**src/rtl/fbpm_pkg.sv**
```systemverilog
// Shared types and codes for the frame buffer pool manager.
// No dependencies; used by every other file in rtl/.
`default_nettype none

package fbpm_pkg;

    // Fixed field widths
    localparam int CMD_W    = 3;
    localparam int FIDX_W   = 4;
    localparam int META_W   = 8;
    localparam int STATUS_W = 2;
    localparam int FCNT_W   = 5;
    localparam int SEQ_W    = 32;
    localparam int CFG_IDX_W  = 2;
    localparam int CFG_DATA_W = 8;

    // Commands
    localparam logic [CMD_W-1:0] CMD_GET  = 3'd0;
    localparam logic [CMD_W-1:0] CMD_PUT  = 3'd1;
    localparam logic [CMD_W-1:0] CMD_NEXT = 3'd2;
    localparam logic [CMD_W-1:0] CMD_DONE = 3'd3;
    localparam logic [CMD_W-1:0] CMD_DROP = 3'd4;

    // Entry ownership states
    localparam logic [1:0] ENT_FREE  = 2'd0;
    localparam logic [1:0] ENT_HELD  = 2'd1;
    localparam logic [1:0] ENT_READY = 2'd2;
    localparam logic [1:0] ENT_TX    = 2'd3;

    // Result status codes
    localparam logic [STATUS_W-1:0] STS_OK    = 2'd0;
    localparam logic [STATUS_W-1:0] STS_BUSY  = 2'd1;
    localparam logic [STATUS_W-1:0] STS_STATE = 2'd2;
    localparam logic [STATUS_W-1:0] STS_META  = 2'd3;

    // Configuration register indexes
    localparam logic [CFG_IDX_W-1:0] REG_ENABLE   = 2'd0;
    localparam logic [CFG_IDX_W-1:0] REG_FRAME_CNT = 2'd1;
    localparam logic [CFG_IDX_W-1:0] REG_MAX_META = 2'd2;

    typedef struct packed {
        logic              enable;
        logic [FCNT_W-1:0] frame_count;
        logic [META_W-1:0] max_meta_count;
    } t_cfg;

    typedef struct packed {
        logic                valid;
        logic [STATUS_W-1:0] status;
        logic [FIDX_W-1:0]   grant;
    } t_result;

endpackage

`default_nettype wire

```
**src/rtl/frame_buffer_pool_manager.sv**
```systemverilog
// Frame buffer pool manager: top level with config registers and output word.
// Depends on fbpm_pkg and fbpm_ctrl.
//
// Tracks ownership of MAX_FRAMES transmit buffers (free, held, ready,
// transmitting) under get, put, next, done and drop commands, one result
// word per command word. The block takes one command at a time and is
// stalled until its result has been loaded into the output register.
// Put, done, disabled commands and bad codes need no scan. A get scans
// the state table one entry per cycle, up to the first free entry among
// the live entries (frame_count, saturated to MAX_FRAMES). Next and drop
// walk all entries in use with the single stamp compare unit behind the
// registered stamp memory port, with an extra compare step for each ready
// entry. The state table resets to all free at once; stamp memory needs no
// clearing.
`default_nettype none

module frame_buffer_pool_manager #(
    parameter int MAX_FRAMES = 16
) (
    input  wire logic                               i_clk,
    input  wire logic                               i_rst_n,
    // config write port
    input  wire logic                               i_cfg_we,
    input  wire logic [fbpm_pkg::CFG_IDX_W-1:0]     i_cfg_index,
    input  wire logic [fbpm_pkg::CFG_DATA_W-1:0]    i_cfg_data,
    // command channel
    input  wire logic                               i_in_valid,
    output logic                                    o_in_stall,
    input  wire logic [fbpm_pkg::CMD_W-1:0]         i_cmd,
    input  wire logic [fbpm_pkg::FIDX_W-1:0]        i_frame_index,
    input  wire logic [fbpm_pkg::META_W-1:0]        i_meta_count,
    // result channel
    output logic                                    o_out_valid,
    input  wire logic                               i_out_stall,
    output logic [fbpm_pkg::STATUS_W-1:0]           o_status,
    output logic [fbpm_pkg::FIDX_W-1:0]             o_granted_index
);

    localparam int IW  = (MAX_FRAMES > 1) ? $clog2(MAX_FRAMES) : 1;
    localparam int CW0 = $clog2(MAX_FRAMES + 1);
    localparam int CW  = (CW0 > fbpm_pkg::FCNT_W) ? CW0 : fbpm_pkg::FCNT_W;

    fbpm_pkg::t_cfg                  r_cfg;
    fbpm_pkg::t_result               w_res;
    logic                            w_idle;
    logic                            w_start;
    logic                            w_out_free;
    logic                            r_out_valid;
    logic [fbpm_pkg::STATUS_W-1:0]   r_out_status;
    logic [fbpm_pkg::FIDX_W-1:0]     r_out_grant;

    // config registers
    always_ff @(posedge i_clk) begin
        if (!i_rst_n) begin
            r_cfg.enable         <= 1'b0;
            r_cfg.frame_count    <= fbpm_pkg::FCNT_W'(3);
            r_cfg.max_meta_count <= fbpm_pkg::META_W'(20);
        end else if (i_cfg_we) begin
            case (i_cfg_index)
                fbpm_pkg::REG_ENABLE:    r_cfg.enable      <= i_cfg_data[0];
                fbpm_pkg::REG_FRAME_CNT: begin
                    r_cfg.frame_count <= i_cfg_data[fbpm_pkg::FCNT_W-1:0];
                end
                fbpm_pkg::REG_MAX_META:  r_cfg.max_meta_count <= i_cfg_data;
                default: begin
                end
            endcase
        end
    end

    assign w_start    = i_in_valid && w_idle;
    assign o_in_stall = !w_idle;
    assign w_out_free = !r_out_valid || !i_out_stall;

    fbpm_ctrl #(
        .MAX_FRAMES (MAX_FRAMES),
        .IW         (IW),
        .CW         (CW)
    ) u_ctrl (
        .i_clk         (i_clk),
        .i_rst_n       (i_rst_n),
        .i_cfg         (r_cfg),
        .i_start       (w_start),
        .i_cmd         (i_cmd),
        .i_frame_index (i_frame_index),
        .i_meta_count  (i_meta_count),
        .i_out_free    (w_out_free),
        .o_idle        (w_idle),
        .o_result      (w_res)
    );

    // output word register
    always_ff @(posedge i_clk) begin
        if (!i_rst_n) begin
            r_out_valid <= 1'b0;
        end else if (w_res.valid && w_out_free) begin
            r_out_valid <= 1'b1;
        end else if (!i_out_stall) begin
            r_out_valid <= 1'b0;
        end
    end

    always_ff @(posedge i_clk) begin
        if (w_res.valid && w_out_free) begin
            r_out_status <= w_res.status;
            r_out_grant  <= w_res.grant;
        end
    end

    assign o_out_valid     = r_out_valid;
    assign o_status        = r_out_status;
    assign o_granted_index = r_out_grant;

    // an accepted command keeps the input stalled in the next cycle
    a_busy_after_accept : assert property (@(posedge i_clk) disable iff (!i_rst_n)
        (i_in_valid && !o_in_stall) |=> o_in_stall)
        else $error("command channel not stalled after accept");

    // a pending result keeps the input stalled
    a_stall_while_result : assert property (@(posedge i_clk) disable iff (!i_rst_n)
        w_res.valid |-> o_in_stall)
        else $error("command taken while result pending");

    // a result handed over appears at the output next cycle
    a_result_loaded : assert property (@(posedge i_clk) disable iff (!i_rst_n)
        (w_res.valid && w_out_free) |=> o_out_valid)
        else $error("result word lost");

    // failed commands never carry a grant
    a_grant_zero : assert property (@(posedge i_clk) disable iff (!i_rst_n)
        (o_out_valid && o_status != fbpm_pkg::STS_OK) |-> (o_granted_index == '0))
        else $error("grant on failed command");

endmodule

`default_nettype wire

```
**src/rtl/fbpm_seq_ram.sv**
```systemverilog
// Sequence stamp memory: one write port, one registered read port.
// Depends on fbpm_pkg for the stamp width.
`default_nettype none

module fbpm_seq_ram #(
    parameter int DEPTH = 16,
    parameter int AW    = 4
) (
    input  wire logic                        i_clk,
    input  wire logic                        i_we,
    input  wire logic [AW-1:0]               i_waddr,
    input  wire logic [fbpm_pkg::SEQ_W-1:0]  i_wdata,
    input  wire logic [AW-1:0]               i_raddr,
    output logic      [fbpm_pkg::SEQ_W-1:0]  o_rdata
);

    logic [fbpm_pkg::SEQ_W-1:0] r_mem [DEPTH];
    logic [fbpm_pkg::SEQ_W-1:0] r_rdata;

    // write port
    always_ff @(posedge i_clk) begin
        if (i_we) begin
            r_mem[i_waddr] <= i_wdata;
        end
    end

    // registered read
    always_ff @(posedge i_clk) begin
        r_rdata <= r_mem[i_raddr];
    end

    assign o_rdata = r_rdata;

endmodule

`default_nettype wire

```
**src/rtl/fbpm_serial_cmp.sv**
```systemverilog
// Shared serial-number compare: a is serially greater than b.
// One 32-bit subtractor. Depends on fbpm_pkg.
`default_nettype none

module fbpm_serial_cmp (
    input  wire logic [fbpm_pkg::SEQ_W-1:0] i_a,
    input  wire logic [fbpm_pkg::SEQ_W-1:0] i_b,
    output logic                            o_gt
);

    logic [fbpm_pkg::SEQ_W-1:0] w_diff;

    // greater when the wrapped difference is nonzero and below half range
    assign w_diff = i_a - i_b;
    assign o_gt   = (w_diff != '0) && !w_diff[fbpm_pkg::SEQ_W-1];

endmodule

`default_nettype wire

```
**src/rtl/fbpm_ctrl.sv**
```systemverilog
// Command sequencer: entry state table, scan counter, oldest-ready search.
// Depends on fbpm_pkg, fbpm_seq_ram and fbpm_serial_cmp.
`default_nettype none

module fbpm_ctrl #(
    parameter int MAX_FRAMES = 16,
    parameter int IW         = 4,
    parameter int CW         = 5
) (
    input  wire logic                           i_clk,
    input  wire logic                           i_rst_n,
    input  wire fbpm_pkg::t_cfg                 i_cfg,
    input  wire logic                           i_start,
    input  wire logic [fbpm_pkg::CMD_W-1:0]     i_cmd,
    input  wire logic [fbpm_pkg::FIDX_W-1:0]    i_frame_index,
    input  wire logic [fbpm_pkg::META_W-1:0]    i_meta_count,
    input  wire logic                           i_out_free,
    output logic                                o_idle,
    output fbpm_pkg::t_result                   o_result
);

    localparam logic [2:0] S_IDLE = 3'd0;
    localparam logic [2:0] S_EXEC = 3'd1;
    localparam logic [2:0] S_GET  = 3'd2;
    localparam logic [2:0] S_RD   = 3'd3;
    localparam logic [2:0] S_CMP  = 3'd4;
    localparam logic [2:0] S_PICK = 3'd5;
    localparam logic [2:0] S_FIN  = 3'd6;

    localparam logic [CW-1:0] MAXF = CW'(MAX_FRAMES);
    localparam logic [CW-1:0] ONE  = CW'(1);

    logic [2:0]                      r_state, n_state;
    logic [fbpm_pkg::CMD_W-1:0]      r_cmd;
    logic [CW-1:0]                   r_fidx;
    logic [fbpm_pkg::META_W-1:0]     r_meta;
    logic [CW-1:0]                   r_n;
    logic [CW-1:0]                   r_idx, n_idx;
    logic [CW-1:0]                   r_best_idx, n_best_idx;
    logic [fbpm_pkg::SEQ_W-1:0]      r_best_seq, n_best_seq;
    logic                            r_have, n_have;
    logic [fbpm_pkg::SEQ_W-1:0]      r_next_seq, n_next_seq;
    logic [fbpm_pkg::STATUS_W-1:0]   r_res_status, n_res_status;
    logic [fbpm_pkg::FIDX_W-1:0]     r_res_grant, n_res_grant;
    logic [1:0]                      r_ent [MAX_FRAMES];

    logic [CW-1:0]                   w_fc;
    logic [CW-1:0]                   w_active;
    logic [CW-1:0]                   w_raddr;
    logic [1:0]                      w_ent_rd;
    logic                            w_ent_we;
    logic [CW-1:0]                   w_ent_waddr;
    logic [1:0]                      w_ent_wdata;
    logic                            w_ram_we;
    logic [fbpm_pkg::SEQ_W-1:0]      w_rdata;
    logic                            w_gt;
    logic                            w_last;
    logic                            w_fidx_ok;

    // live entry count, saturated to the pool size
    assign w_fc     = CW'(i_cfg.frame_count);
    assign w_active = (w_fc > MAXF) ? MAXF : w_fc;

    // one read address into the state table
    assign w_raddr   = (r_state == S_EXEC) ? r_fidx : r_idx;
    assign w_ent_rd  = r_ent[w_raddr[IW-1:0]];
    assign w_last    = (r_idx + ONE) == r_n;
    assign w_fidx_ok = r_fidx < r_n;

    fbpm_seq_ram #(
        .DEPTH (MAX_FRAMES),
        .AW    (IW)
    ) u_seq_ram (
        .i_clk   (i_clk),
        .i_we    (w_ram_we),
        .i_waddr (r_idx[IW-1:0]),
        .i_wdata (r_next_seq),
        .i_raddr (r_idx[IW-1:0]),
        .o_rdata (w_rdata)
    );

    fbpm_serial_cmp u_cmp (
        .i_a  (w_rdata),
        .i_b  (r_best_seq),
        .o_gt (w_gt)
    );

    // sequencer
    always_comb begin
        n_state      = r_state;
        n_idx        = r_idx;
        n_best_idx   = r_best_idx;
        n_best_seq   = r_best_seq;
        n_have       = r_have;
        n_next_seq   = r_next_seq;
        n_res_status = r_res_status;
        n_res_grant  = r_res_grant;
        w_ent_we     = 1'b0;
        w_ent_waddr  = r_idx;
        w_ent_wdata  = fbpm_pkg::ENT_FREE;
        w_ram_we     = 1'b0;
        case (r_state)
            S_IDLE: begin
                if (i_start) begin
                    n_state      = S_EXEC;
                    n_idx        = '0;
                    n_have       = 1'b0;
                    n_res_grant  = '0;
                    n_res_status = fbpm_pkg::STS_STATE;
                end
            end
            S_EXEC: begin
                n_state = S_FIN;
                case (r_cmd)
                    fbpm_pkg::CMD_GET: begin
                        n_res_status = fbpm_pkg::STS_BUSY;
                        if (i_cfg.enable && r_n != '0) begin
                            n_state = S_GET;
                        end
                    end
                    fbpm_pkg::CMD_NEXT, fbpm_pkg::CMD_DROP: begin
                        n_res_status = fbpm_pkg::STS_BUSY;
                        if (i_cfg.enable && r_n != '0) begin
                            n_state = S_RD;
                        end
                    end
                    fbpm_pkg::CMD_PUT: begin
                        if (!w_fidx_ok || w_ent_rd != fbpm_pkg::ENT_HELD) begin
                            n_res_status = fbpm_pkg::STS_STATE;
                        end else if (r_meta > i_cfg.max_meta_count) begin
                            n_res_status = fbpm_pkg::STS_META;
                        end else begin
                            n_res_status = fbpm_pkg::STS_OK;
                            w_ent_we     = 1'b1;
                            w_ent_waddr  = r_fidx;
                            w_ent_wdata  = fbpm_pkg::ENT_READY;
                        end
                    end
                    fbpm_pkg::CMD_DONE: begin
                        if (w_fidx_ok && w_ent_rd == fbpm_pkg::ENT_TX) begin
                            n_res_status = fbpm_pkg::STS_OK;
                            w_ent_we     = 1'b1;
                            w_ent_waddr  = r_fidx;
                            w_ent_wdata  = fbpm_pkg::ENT_FREE;
                        end else begin
                            n_res_status = fbpm_pkg::STS_STATE;
                        end
                    end
                    default: begin
                        n_res_status = fbpm_pkg::STS_STATE;
                    end
                endcase
            end
            // lowest free entry, one per cycle
            S_GET: begin
                if (w_ent_rd == fbpm_pkg::ENT_FREE) begin
                    w_ent_we     = 1'b1;
                    w_ent_wdata  = fbpm_pkg::ENT_HELD;
                    w_ram_we     = 1'b1;
                    n_next_seq   = r_next_seq + 1'b1;
                    n_res_status = fbpm_pkg::STS_OK;
                    n_res_grant  = r_idx[fbpm_pkg::FIDX_W-1:0];
                    n_state      = S_FIN;
                end else if (w_last) begin
                    n_state = S_FIN;
                end else begin
                    n_idx = r_idx + ONE;
                end
            end
            // ready check; stamp read issued at r_idx
            S_RD: begin
                if (w_ent_rd == fbpm_pkg::ENT_READY) begin
                    n_state = S_CMP;
                end else if (w_last) begin
                    n_state = S_PICK;
                end else begin
                    n_idx = r_idx + ONE;
                end
            end
            // later index wins unless its stamp is serially newer
            S_CMP: begin
                if (!r_have || !w_gt) begin
                    n_have     = 1'b1;
                    n_best_seq = w_rdata;
                    n_best_idx = r_idx;
                end
                if (w_last) begin
                    n_state = S_PICK;
                end else begin
                    n_state = S_RD;
                    n_idx   = r_idx + ONE;
                end
            end
            S_PICK: begin
                n_state = S_FIN;
                if (r_have) begin
                    w_ent_we     = 1'b1;
                    w_ent_waddr  = r_best_idx;
                    w_ent_wdata  = (r_cmd == fbpm_pkg::CMD_NEXT) ?
                                   fbpm_pkg::ENT_TX : fbpm_pkg::ENT_FREE;
                    n_res_status = fbpm_pkg::STS_OK;
                    n_res_grant  = r_best_idx[fbpm_pkg::FIDX_W-1:0];
                end
            end
            S_FIN: begin
                if (i_out_free) begin
                    n_state = S_IDLE;
                end
            end
            default: begin
                n_state = S_IDLE;
            end
        endcase
    end

    // control registers
    always_ff @(posedge i_clk) begin
        if (!i_rst_n) begin
            r_state    <= S_IDLE;
            r_next_seq <= '0;
            r_have     <= 1'b0;
        end else begin
            r_state    <= n_state;
            r_next_seq <= n_next_seq;
            r_have     <= n_have;
        end
    end

    // command word and scan datapath
    always_ff @(posedge i_clk) begin
        if (r_state == S_IDLE && i_start) begin
            r_cmd  <= i_cmd;
            r_fidx <= CW'(i_frame_index);
            r_meta <= i_meta_count;
            r_n    <= w_active;
        end
        r_idx        <= n_idx;
        r_best_idx   <= n_best_idx;
        r_best_seq   <= n_best_seq;
        r_res_status <= n_res_status;
        r_res_grant  <= n_res_grant;
    end

    // entry state table, cleared on reset
    always_ff @(posedge i_clk) begin
        if (!i_rst_n) begin
            for (int k = 0; k < MAX_FRAMES; k++) begin
                r_ent[k] <= fbpm_pkg::ENT_FREE;
            end
        end else if (w_ent_we) begin
            r_ent[w_ent_waddr[IW-1:0]] <= w_ent_wdata;
        end
    end

    assign o_idle          = (r_state == S_IDLE);
    assign o_result.valid  = (r_state == S_FIN);
    assign o_result.status = r_res_status;
    assign o_result.grant  = r_res_grant;

endmodule

`default_nettype wire

```
**config.mk**
```make
export PLATFORM = sky130hd
export DESIGN_NAME = frame_buffer_pool_manager
export DESIGN_NICKNAME = d
export VERILOG_FILES = /design/src/rtl/fbpm_pkg.sv /design/src/rtl/frame_buffer_pool_manager.sv /design/src/rtl/fbpm_seq_ram.sv /design/src/rtl/fbpm_serial_cmp.sv /design/src/rtl/fbpm_ctrl.sv
export SDC_FILE = /design/constraint.sdc
export NUM_CORES = 1
export LEC_CHECK = 0
export BUFFER_PORTS_ARGS = -buffer_cell sky130_fd_sc_hd__buf_2
export CORE_MARGIN = 4
export CORE_UTILIZATION = 50
export CTS_BUF_LIST = sky130_fd_sc_hd__clkbuf_4 sky130_fd_sc_hd__clkbuf_8
export DETAILED_ROUTE_END_ITERATION = 12
export HOLD_SLACK_MARGIN = 0.05
export PLACE_DENSITY = 0.73
export SLEW_MARGIN = 10
export SYNTH_ARGS = -nofsm -noshare
export SYNTH_HDL_FRONTEND = slang
export SYNTH_SLANG_ARGS = --single-unit
```
**constraint.sdc**
```tcl
create_clock -name i_clk -period 15.7 [get_ports i_clk]
set_input_delay 1.57 -clock i_clk [delete_from_list [all_inputs] [get_ports i_clk]]
set_output_delay 1.57 -clock i_clk [all_outputs]
set_load 0.03 [all_outputs]
```
==> results.cfg, run 1 <==
[synth]
yosys_most_used_dff = edfxtp_1
ys_top_cells_by_count = edfxtp_1 (617), mux4_2 (160), dfxtp_1 (83)
syn_area_per_cell_um2 = 16.8
yosys_warnings = 0
synth_area_um2 = 29600
ys_seq_area_share_pct = 68.2
synth_nets = 1842
ys_types = 78
ys_seq_elements = 700
synth_top_area_share_pct = 62.6
synth_edf_count = 617
synth_area_leaders = edfxtp_1 (63%), mux4_2 (12%), dfxtp_1 (5.6%)
synth_cells = 1764
synthArstFlopShare_pct = 0
yosysMostFrequentCell = edfxtp_1
yosysTopAreaCell = edfxtp_1

[floorplan]
ios = 38
coreArea_um2 = 58100
die_x_um = 251
start_util_pct = 50.9
rows = 88
die_h_um = 251
die_area_um2 = 63100

[clock_network]
cts.clk_slew.worst_paths_ns = 0.07
ctsLongestPathBuffers = 3
cts_root_buffer = clkbuf_8
htreeDepth = 3
hold_buffers = 0
cts_setup_buffers = 0
cts.repair.resized = 0
cts_made_buffers = 107
cts_sinks = 700
clock_latency_ns = 0.68
cts_tree = yes

[critical_path]
critical_path.max_stage_delay_ns = 0.81
crit_chain = or3b_1 > mux2i_1 > a2111oi_0 > a2111oi_1 > a31o_4 > mux2_4 > a32o_1 > a22o_1 > or4b_4 > o21ai_0
crit_fanout = 19
critPathArrivalTime_ns = 5.56
endpoint_kind = register
startpoint_type = register
crit_required_ns = 16.06
crit_type = reg2reg
cp_slowest_cell = mux2i_1

[detailed_routing]
vias = 16200
post-route-drc-count = 0
routed_wl_mm = 63.7
drt-pass1-iter-count = 7
ant_nets = 0
vias_per_cell = 5.97
drtIter0Drc = 1446
post_drt_wl_per_cell_um = 23.5

[timing]
fmax_mhz = 192
fin_crit_ns = 5.20
tightest_slew_ns = 1.14
setup_tns_ns = 0
finalHoldViolations = 0
maxSlewHeadroom_pct = 23.5
finalSetupViolations = 0
fin_crit_sh_pct = 33.1
setup_slack_ns = 10.50
skew_ns = 0.0232
grt_setup_unrepaired = no
drv_slew = 0

[final_layout]
nNetsFinal = 1935
drive_above_1_share_pct = 23.7
fin_area_um2 = 33000
area_growth_pct = 11.7

[job]
maxCapViolCount = 0

[global_route]
grt_max_degree = 97
gr-total-overflow = 0
grt_use_total_pct = 20.3
grt_pass1_wl_mm = 98.0
grt_pass1_vias = 16400
antenna_found_initial = 1

[power]
power_mw = 5.50
power.leakage_nw = 10.4
vdd_drop_max_mv = 0.145
pwr_density_cell_nw_per_um2 = 167

[placed_design]
dp_slack_ns = 10.55
dp.final_hpwl_mm = 36.9
port_buffers = 37
place_congestion = 0.868
placed_cell_area_um2 = 30700

[hold_path]
min_path_type = reg2reg

[run_status]
status = complete, no violations
## placed cells by master (no fill, tap or decap), drive strengths merged, types with 10 or more instances in the layout
cell type / netlist / layout
nor2b: 23 / 23
xnor2: 42 / 42
buf: 21 / 70
nand4: 17 / 17
ha: 47 / 47
clkbuf: 65 / 172
a2111oi: 12 / 12
nor3: 40 / 40
inv: 71 / 72
o21ai: 56 / 56
clkinv: 0 / 22
a21o: 14 / 14
mux2i: 54 / 54
and2: 27 / 27
nand2: 70 / 70
nor2: 70 / 70
nand3: 36 / 36
edfxtp: 617 / 617
a211oi: 10 / 10
mux4: 160 / 160
or3: 11 / 11
o211ai: 10 / 10
a21oi: 45 / 45
dfxtp: 83 / 83
nand2b: 15 / 15
nor3b: 18 / 18
## cell families (layout without fill, tap and decap cells)
group	count (synthesis)	after routing	share of synthesized area, %
XOR/XNOR	51	51	1.51
multiplexers	219	219	14.2
flip-flops	700	700	68.2
AND/OR/NAND/NOR	366	366	6.64
other	0	1	0
AO/OA/AOI/OAI	223	223	5.20
buffers and inverters	157	342	2.13
adder cells (fa/ha/maj)	48	48	2.06
## final timing paths
path | from | end | slack (ns) | depth (start not counted)
worst max-delay path | u_ctrl.r_state[0] | u_ctrl.r_ent[11][0] | 10.50 | 10
worst min-delay path | u_ctrl.u_seq_ram.o_rdata[8] | u_ctrl.r_best_seq[8] | 0.43 | 0
worst max register to register | u_ctrl.r_state[0] | u_ctrl.r_ent[11][0] | 10.50 | 10
worst min register to register | u_ctrl.u_seq_ram.o_rdata[8] | u_ctrl.r_best_seq[8] | 0.43 | 0
## sequential cells by signal (all words and copies together), names as in the netlist, 4 cells and up
name,flops
u_ctrl.r_meta,8
o_granted_index,4
u_ctrl.r_fidx,4
r_cfg,14
u_ctrl.u_seq_ram.o_rdata,32
u_ctrl.r_n,5
u_ctrl.r_next_seq,32
u_ctrl.r_best_idx,4
u_ctrl.r_best_seq,32
u_ctrl.r_res_grant,4
u_ctrl.r_idx,5
u_ctrl.r_ent,32
u_ctrl.u_seq_ram.r_mem,512
## worst max-delay path, delay by kind of cell (launching register included)
kind,cells,cell delay (ns)
AO/OA/AOI/OAI,6,1.68
flip-flops,1,0.65
multiplexers,2,1.15
AND/OR/NAND/NOR,2,1.38
## through the flow
step,util [%],cells,hold slack (ns)
floorplan,-,1764,0.400
finish,56.8,2715,0.428
global route,56.8,2715,0.446
detailed placement,52.9,2513,0.407
global placement,52.9,2513,0.416
CTS,56.8,2714,0.419
## per-layer routing
layer / vias up / GRT usage, % / share of wire (%)
met2: 554 / 33.3 / 50
met4: 0 / 5.53 / 1.6
met1: 8346 / 28.6 / 42
li1: 7237 / - / -
met3: 74 / 3.28 / 6.1
met5: - / 0 / 0
## final cells by class
class | instances | area [um2]
multi-input cells | 907 | 8890
inverters | 71 | 267
clock buffers | 172 | 2070
well taps | 765 | 957
diodes | 1 | 2.50
fillers | 4422 | 25100
flip-flops and latches | 700 | 20200
repair buffers | 70 | 445
clock inverters | 29 | 228
## report_power, final
| group | leakage [nW] | switching, mW | internal, mW | total, mW |
|---|---|---|---|---|
| sequential | 5.72 | 0.108 | 2.20 | 2.31 |
| combinational | 3.43 | 0.949 | 0.688 | 1.64 |
| clock | 1.22 | 0.672 | 0.886 | 1.56 |
(Power assumes the default switching activity.)
==> inputs of run 2 (changes only) <==
ABC_AREA = 1   (was default)
PLACE_DENSITY = 0.75   (was 0.73)
clock period = 4.6 ns   (was 15.7 ns; I/O delays follow)
==> run 2 against run 1 <==
  * Via count rose by 34%
  * Largest power group unchanged
  * Register-to-register slack got worse by 9.8 ns
  * Sequential share of layout area is 1.7 points lower
  * Clock skew up 0.037 ns
  * Critical endpoint is now u_ctrl.r_best_seq[21]
  * Wire length is 21% higher
  * Highest routed layer is now met5
==> results.cfg, run 2 <==
[floorplan]
start_util_pct = 50.7
rows = 89
ios = 38
die_x_um = 253
coreArea_um2 = 59200
die_area_um2 = 64100
die_h_um = 253

[global_route]
grt_max_degree = 167
grt_pass1_vias = 21200
grt_pass1_wl_mm = 120
grt_use_total_pct = 23.9
antenna_found_initial = 6
gr-total-overflow = 0

[clock_network]
cts.clk_slew.worst_paths_ns = 0.06
ctsLongestPathBuffers = 3
cts.repair.resized = 0
cts_made_buffers = 108
cts_root_buffer = clkbuf_8
htreeDepth = 3
clock_latency_ns = 0.71
cts_sinks = 700
cts_tree = yes

[detailed_routing]
ant_nets = 0
drt-pass1-iter-count = 6
post_drt_wl_per_cell_um = 21.1
post-route-drc-count = 0
routed_wl_mm = 77.2
vias_per_cell = 5.91
vias = 21700
drtIter0Drc = 2949

[timing]
finalHoldViolations = 0
setup_slack_ns = 0.682
fin_crit_sh_pct = 85.2
holdWs_ns = 0.109
fin_crit_ns = 3.92
grt_setup_unrepaired = no
skew_ns = 0.0597
setup_tns_ns = 0
fmax_mhz = 255
finalSetupViolations = 0
tightest_slew_ns = 1.14
maxSlewHeadroom_pct = 24.2
drv_slew = 0

[critical_path]
crit_type = reg2reg
crit_top_cell = nand2_1
cp_slowest_cell = o21ai_0
critPathArrivalTime_ns = 4.23
crit_chain = inv_1 > ha_1 > nand2_1 > o21ai_0 > a21oi_1 > o21ai_0 > nand2_1 > nand2_1 > nand3_1 > nand3b_1 > nand2_1 > nor2_1 > nand2_1 > nor2_1 > nand3_1 > nand3_1 > nand2_1 > inv_1 > buf_4
endpoint_kind = register
startpoint_type = register
reg2reg_slack_ns = 0.68
crit_fanout = 32
crit_required_ns = 4.91
critical_path.max_stage_delay_ns = 0.54

[final_layout]
final_cell_mix = edfxtp_1 (617), nor2_1 (380), nand2_1 (374)
seq_area_um2 = 20200
area_growth_pct = 13.1
largest_reg_flops = 512
nNetsFinal = 2874
multi_input_area_um2 = 8850
fillers = 4704
largest_register = u_ctrl.u_seq_ram.r_mem
drive_above_1_share_pct = 12.6
mostFrequentLayoutCell = edfxtp_1

[run_status]
status = complete, no violations

[synth]
syn_area_per_cell_um2 = 11.1
ys_types = 52
synth_nets = 2779
synth-compound-area-share_pct = 10.9
yosys_warnings = 0
synth_top_family_by_area = simple AND/OR/NAND/NOR gates
synth_area_um2 = 30100
synth_edf_count = 617
ys_seq_area_share_pct = 67.2
synth_mux_area_share_pct = 0
ys_top_cells_by_count = edfxtp_1 (617), nor2_1 (397), nand2_1 (374)
yosys_most_used_dff = edfxtp_1
yosysMostFrequentCell = edfxtp_1
yosysTopAreaCell = edfxtp_1
synth_top_area_share_pct = 61.6
synth_cells = 2701
synth-simple-area-share_pct = 14.9
synth_area_leaders = edfxtp_1 (62%), dfxtp_1 (5.5%), o21ai_0 (5.4%)
synthArstFlopShare_pct = 0
ys_seq_elements = 700
synthXorXnorAreaFrac_pct = 1.19
synth_fa_ha_area_share_pct = 2.02

[placed_design]
place_congestion = 0.983
dp.final_hpwl_mm = 46.8
port_buffers = 37
dp_slack_ns = 0.671

[power]
power.leakage_nw = 11.6
pwr_density_cell_nw_per_um2 = 604
vdd_drop_max_mv = 0.389

[hold_path]
min_path_type = in2reg

[job]
maxCapViolCount = 0
## run 2: kinds of logic (layout without fill, tap and decap cells)
group,after synthesis,count (layout)
AOI/OAI and AO/OA,598,598
DFF,700,700
buffers and inverters,298,487
adders and majority gates,48,48
xor gates and xnor gates,41,41
other,0,2
and+or+nand+nor,1016,1016
## run 2: worst paths after layout
path,start,end,depth (start not counted)
worst max-delay path,u_ctrl.r_best_seq[2],u_ctrl.r_best_seq[21],19
worst min-delay path,i_out_stall,o_out_valid,3
worst max register to register,u_ctrl.r_best_seq[2],u_ctrl.r_best_seq[21],19
worst min register to register,u_ctrl.u_seq_ram.o_rdata[0],u_ctrl.r_best_seq[0],0
## run 2: timing repair
item,4_1_cts,5_1_grt
buffers inserted,0,0
hold buffers,25,0
hold endpoints to repair,28,0
setup endpoints to repair,0,0
## run 2: power breakdown
part | switching, mW | internal, mW | leakage, nW
clock network | 2.38 | 3.19 | 1.28
logic | 5.16 | 2.02 | 4.35
registers | 0.312 | 7.47 | 5.97
total | 7.85 | 12.7 | 11.6
## run 2: stage by stage
stage	instance area [um2]	power (mW)	instances	utilization, %
finish	34000	20.5	3665	57.4
global route	34000	21.7	3664	57.4
detailed placement	31300	14.9	3434	52.9
CTS	34000	20.5	3663	57.4
global placement	31300	14.8	3434	52.9
floorplan	30100	12.7	2701	-
## run 2: critical path, delay by kind of cell (launching register included)
kind	cells	cell delay (ns)
compound gates	3	1.03
flops	1	0.32
buf+inv	3	0.62
fa+ha+maj	1	0.35
simple gates	12	1.20
## run 2: routing by layer
metal / part of all wire, % / vias up / track usage (%)
met2: 46 / 1171 / 37.7
met1: 41 / 10400 / 33.5
met3: 8.9 / 222 / 3.91
met5: 0.039 / - / 0
li1: - / 9854 / -
met4: 3.4 / 4 / 9.39
## run 2: layout make-up
type | instances | area share [%]
flip-flops and latches | 700 | 59.4
multi-input cells | 1703 | 26.0
clock buffers | 180 | 6.35
well taps | 773 | 2.85
repair buffers | 104 | 2.65
inverters | 179 | 2.00
clock inverters | 24 | 0.718
diodes | 2 | 0.0147
